===== src/rtl/ttfw_ram.sv =====
// Generic single-port RAM with registered read.
// No dependencies.
module ttfw_ram #(
    parameter int WIDTH = 8,
    parameter int DEPTH = 256
) (
    input  logic                     i_clk,
    input  logic                     i_we,
    input  logic [$clog2(DEPTH)-1:0] i_addr,
    input  logic [WIDTH-1:0]         i_wdata,
    output logic [WIDTH-1:0]         o_rdata
);
    logic [WIDTH-1:0] r_mem [DEPTH];

    always_ff @(posedge i_clk) begin
        if (i_we) begin
            r_mem[i_addr] <= i_wdata;
        end
        o_rdata <= r_mem[i_addr];
    end
endmodule


===== config.mk =====
export PLATFORM = sky130hd
export DESIGN_NAME = ttfw_ram
export DESIGN_NICKNAME = d
export VERILOG_FILES = /design/src/rtl/ttfw_ram.sv
export SDC_FILE = /design/constraint.sdc
export NUM_CORES = 2
export LEC_CHECK = 0
export BUFFER_PORTS_ARGS = -buffer_cell sky130_fd_sc_hd__buf_2
export CELL_PAD_IN_SITES_DETAIL_PLACEMENT = 1
export CELL_PAD_IN_SITES_GLOBAL_PLACEMENT = 2
export CORE_ASPECT_RATIO = 0.75
export CORE_MARGIN = 5
export CORE_UTILIZATION = 55
export DETAILED_ROUTE_END_ITERATION = 8
export PLACE_DENSITY_LB_ADDON = 0.1
export SYNTH_ARGS = -nofsm -noshare
export SYNTH_HDL_FRONTEND = slang
export SYNTH_SLANG_ARGS = --single-unit
export TNS_END_PERCENT = 1

===== constraint.sdc =====
create_clock -name i_clk -period 4.3 [get_ports i_clk]
set_input_delay 0 -clock i_clk [delete_from_list [all_inputs] [get_ports i_clk]]
set_output_delay 0 -clock i_clk [all_outputs]
set_load 0.005 [all_outputs]

* Word level (Yosys, flattened, before mapping)
Memory sizes are Yosys's and may differ from the RTL's. A register that Yosys moved wholly into a read port is not among the register bits.
Index checks and enable logic that the tools add are counted.
** Storage, ports and cells
- Register bits :: 0
- RAM bits :: 2048
- Bits of input ports :: 18
- Logic and storage cells :: 3
- Memories :: 1
** Cells by class
- Mux-type cells :: 2
** Memory list
- r_mem :: words 256, bits a word 8, rd ports 1, clocked after Yosys merged registers in 1, write ports 1, RTL line 13 : logic [WIDTH-1:0] r_mem [DEPTH];
** Operators by type and width (count)
- $mux 1 :: 2

* Longest topological paths before layout
- Depth after elaboration :: 2
- Depth in mapped cells :: 10
- Depth with buffers taken out :: 5

* Least setup slack after synthesis
Ideal clock, no wire load.
- Path type :: input port to flip-flop
- Start point :: input i_addr[1]
- End point :: memory r_mem[111][0], enable pin
- Setup time :: 0.370 ns
- Arrival :: 1.849 ns
- Required time :: 3.930 ns
- Setup slack :: 2.081 ns
- Stages :: 9
- Path buffers :: 5
- Path through :: buf_2 clkbuf_1 clkbuf_1 nand2_1 buf_2 nor2_1 nand2_1 clkbuf_1 nor2_1
** RTL lines
- from (decl) :: RTL line 9 : input logic [$clog2(DEPTH)-1:0] i_addr,
- to (decl) :: RTL line 13
Straight into the memory's write port.

==> results <==
- The flow ran to the end, and the final reports show no timing, DRC or antenna violations.
- The internal power of the cells totals 31.72 mW.
- The tool flagged a number of max-cap violations equal to 0.
- The clock passes through at most 3 buffers.
- The area of the core region is 142,300 um2.
- The combinational share of power is 4.9%.
- The switching power summed over all nets is 8.519 mW.
- The highest signal layer in the routed design is met5.
- The post-route DRC violation count is 0.
- The number of warnings printed during yosys synthesis is 0.
- The commonest cells after synthesis are edfxtp_1 (2,048), mux4_2 (512), a22oi_1 (256).
- The routed wire length is 208,800 um.
- The detailed router put a total of 87,700 um of wire on met1.
- The signal on the critical path passes through mux4_2, a22oi_1, a21oi_1, o41ai_1, nand4_1, dlygate4sd3_1.
- The wire length on met3 is 20,820 um.
- Summing over every cut layer, the via total after detailed routing is 38.72k.
- The number of nets produced by synthesis is 3,565.
- The number of unique standard cell types used by synthesis is 22.
- The synthesized design spends more area on one cell type than any other, namely edfxtp_1.
- The global-route congestion overflow total is 0.
- The most common cell in the synthesized netlist is edfxtp_1.
- After synthesis, the largest area contributor takes up 78.35% of total cell area.
- The transition at the pin with the smallest max-transition slack is 1.425 ns.
- The count of nets left with antenna violations once routing finished came out at 0.
- In this run the worst hold path is classified as in2reg.
- Routability-driven placement finished with a final weighted congestion of 0.8511.
- After synthesis, the cell types taking the most area are edfxtp_1 (78%), mux4_2 (15%), a22oi_1 (2.4%), nor2_1 (1.1%), a21oi_1 (0.82%).
- The type of the worst setup path is reg2reg.
- Dividing the detail-routed via count by the number of cells gives 6.689.
- The number of global-route vias before repair is 40.09k.
- Summing every instance area after synthesis gives 78,490 um2.
- The number of enable-type register cells in the synthesized netlist is 2,048.
- The critical path capture point type is a flip-flop.
- The critical register-to-register path startpoint is r_mem[235][7]$_DFFE_PP_.
- The H-tree level count is 4.
- In this run the count of I/O pins placed on the die edge is 26.
- Data on the critical path is required at its endpoint by 5.00 ns.
- Of the total power, the clock network draws 40.2%.
- The headroom to the max-slew limit is 3.765%.
- The floorplan die area is 150,400 um2.
- The clock arrives with 0.02251 ns of skew.
- The post-synthesis sequential element count is 2,056.
- After the last flow step, the layout net total stands at 3,766.
- On the critical path the largest part of the delay comes from compound AO/OA/AOI/OAI gates.
- Entering global routing, the biggest net connects 146 pins.
- The overall global routing resource usage is 28.15%.
- The number of port buffers is 25.
- The maximum fanout along the worst path is 1.
- TritonCTS built the clock tree.
- The most used flip-flop cell after synthesis is edfxtp_1.
- The cell at the root of the clock tree is clkbuf_16.
- The number of hold-slack violations in the final timing report is 0.
- The data arrival at the endpoint of the critical path is 4.57 ns.
- Final hold analysis gives a worst-case slack of 0.1785 ns.
- The launch point of the critical path is r_mem[235][7]$_DFFE_PP_.
- The share of total power consumed by net switching is 21.17%.
- The share of final-layout standard cells stronger than drive strength 1 is 25.67%.
- In this run, post-CTS repair resized a total of 0 instances.
- The peak ir drop on the vdd network is 0.0003873 V.
- The latest clock arrival within the worst-skew pair is 0.82 ns.
- The iteration-0 DRC count of the detailed router is 4,559.
- Dividing the detail-routed wire length by the instance count gives 36.08 um.
- The die is 446.2 um wide.
- The final setup TNS is 0 ns.
- The number of iterations in the first detailed-routing pass is 6.
- The post-layout utilization of the core is 61.73%.
- The number of slew-limit violations in the final report is 0.
- CTS saw 2,056 sinks.
- The worst setup path is launched from a flip-flop.
- The peak per-stage delay on the critical path is 1.30 ns.
- In this run the most critical hold path is launched from i_addr[2].
- Derived from the worst setup path, the maximum achievable clock frequency is 258.4 MHz.
- Clock-pin slew was measured on the worst setup and hold paths at 0.06 ns.
- The static leakage is 26.80 nW.
- The slowest stage cell on the critical path is o41ai_1.
- The setup violation total in the final timing report is 0.
- The number of buffers inserted during clock tree synthesis is 188.
- The worst path buffer plus inverter count is 1.
- Wire segments on met2 add up to 94,730 um in the final route.
- The initialized floorplan defines 120 standard-cell rows.
- Setup repair after global routing left no endpoint under its margin.
- The number of antenna violations at the first check in global routing is 9.
- The share of async-settable or async-resettable flops after synthesis is 0%.
- The starting density of the core is 55.15%.
- The sequential cell fraction of total power is 55.0%.
- The mean post-synth cell area is 22.13 um2.
- The global-route wire length before repair is 299,000 um.
- Of the available clock period, the critical path in the final layout requires 90.01%.
- In the synthesized netlist, the number of instances is 3,547.
- The area growth from synthesis to layout is 11.93%.
- The half-perimeter wire length of the detailed placement result is 128,300 um.
- The die is 337.2 um tall.
- The areal power density over the cells is 458.0 nW/um2.
- The smallest clock period supported by the final layout is computed as 3.870 ns.
- Summing the sequential cell areas from Yosys gives 78.55% of the chip area.
## cells in the final DEF (no fill, tap or decap), drive strengths merged
cell,count
nand2b,6
clkbuf,255
nor2,232
or2,2
and2,3
o41ai,32
nand3,13
buf,222
a22oi,256
nand4,8
clkinv,75
nor2b,7
a21oi,128
clkinvlp,4
diode,1
dfxtp,8
nor3,30
dlygate4sd3,13
bufinv,9
or3,1
inv,4
nand2,28
edfxtp,2048
mux4,512
## final timing paths
check                            endpoint  slack (ns)  cells past startpoint
setup / recovery       o_rdata[7]$_DFF_P_        0.43                      6
hold / removal    r_mem[207][7]$_DFFE_PP_        0.18                      4
setup reg to reg       o_rdata[7]$_DFF_P_        0.43                      6
hold reg to reg        o_rdata[0]$_DFF_P_        0.98                      5
## through the flow
| stage | power, mW | instance area (um2) | setup slack [ns] | std cells |
|---|---|---|---|---|
| 2_1_floorplan | 23.51 | 78490 | 2.081 | 3547 |
| 3_3_place_gp | 24.42 | 81880 | 0.2694 | 5436 |
| 3_5_place_dp | 24.49 | 81880 | 0.3438 | 5436 |
| 4_1_cts | 40.44 | 87850 | 0.5440 | 5787 |
| 5_1_grt | 41.56 | 87860 | 0.6044 | 5788 |
| 6_report | 40.23 | 87860 | 0.4297 | 5788 |
## registers in the layout, summed over array words and instances, names as in the netlist
| register | cells |
|---|---|
| o_rdata | 8 |
| r_mem | 2048 |
## repair_timing
action | in CTS | in global routing
endpoints found under the hold margin | 571 | 0
hold buffers | 13 | 0
buffers inserted | 0 | 0
## kinds of logic (layout without fill, tap and decap cells)
group	after synthesis	after routing	synth area share, %
buffers and inverters	233	582	1.401
AO/OA/AOI/OAI	416	416	3.622
other	0	1	0
flip-flops	2056	2056	78.55
AND/OR/NAND/NOR	330	330	1.733
multiplexers	512	512	14.69
## power groups by stage
stage	clock network, mW	logic [mW]	registers [mW]
2_1_floorplan	0	0.982	22.5
3_3_place_gp	0	1.89	22.5
3_5_place_dp	0	1.95	22.5
4_1_cts	16.4	1.97	22.1
5_1_grt	17.4	2.06	22.1
6_report	16.2	1.96	22.1
## area by class of cell
type / count / area, um2
Clock buffer: 247 / 5167
Fill cell: 11420 / 54480
Inverter: 1 / 3.754
Timing Repair Buffer: 243 / 2222
Tap cell: 1891 / 2366
Antenna cell: 1 / 2.502
Sequential cell: 2056 / 61660
Clock inverter: 91 / 670.6
Multi-Input combinational cell: 1258 / 15770
## worst register-to-register path: stages, from the launching register on
cell and delay, ns:
edfxtp_1 0.37, mux4_2 0.51, a22oi_1 0.48, a21oi_1 0.31
o41ai_1 1.30, nand4_1 0.15, dlygate4sd3_1 0.63
## routing by layer
layer | up-vias | GRT usage [%]
li1 | 15480 | -
met1 | 21080 | 41.99
met2 | 1875 | 41.29
met3 | 277 | 8.072
met4 | 4 | 8.234
met5 | - | 0
No activity file was read; power rests on OpenSTA's default activity.
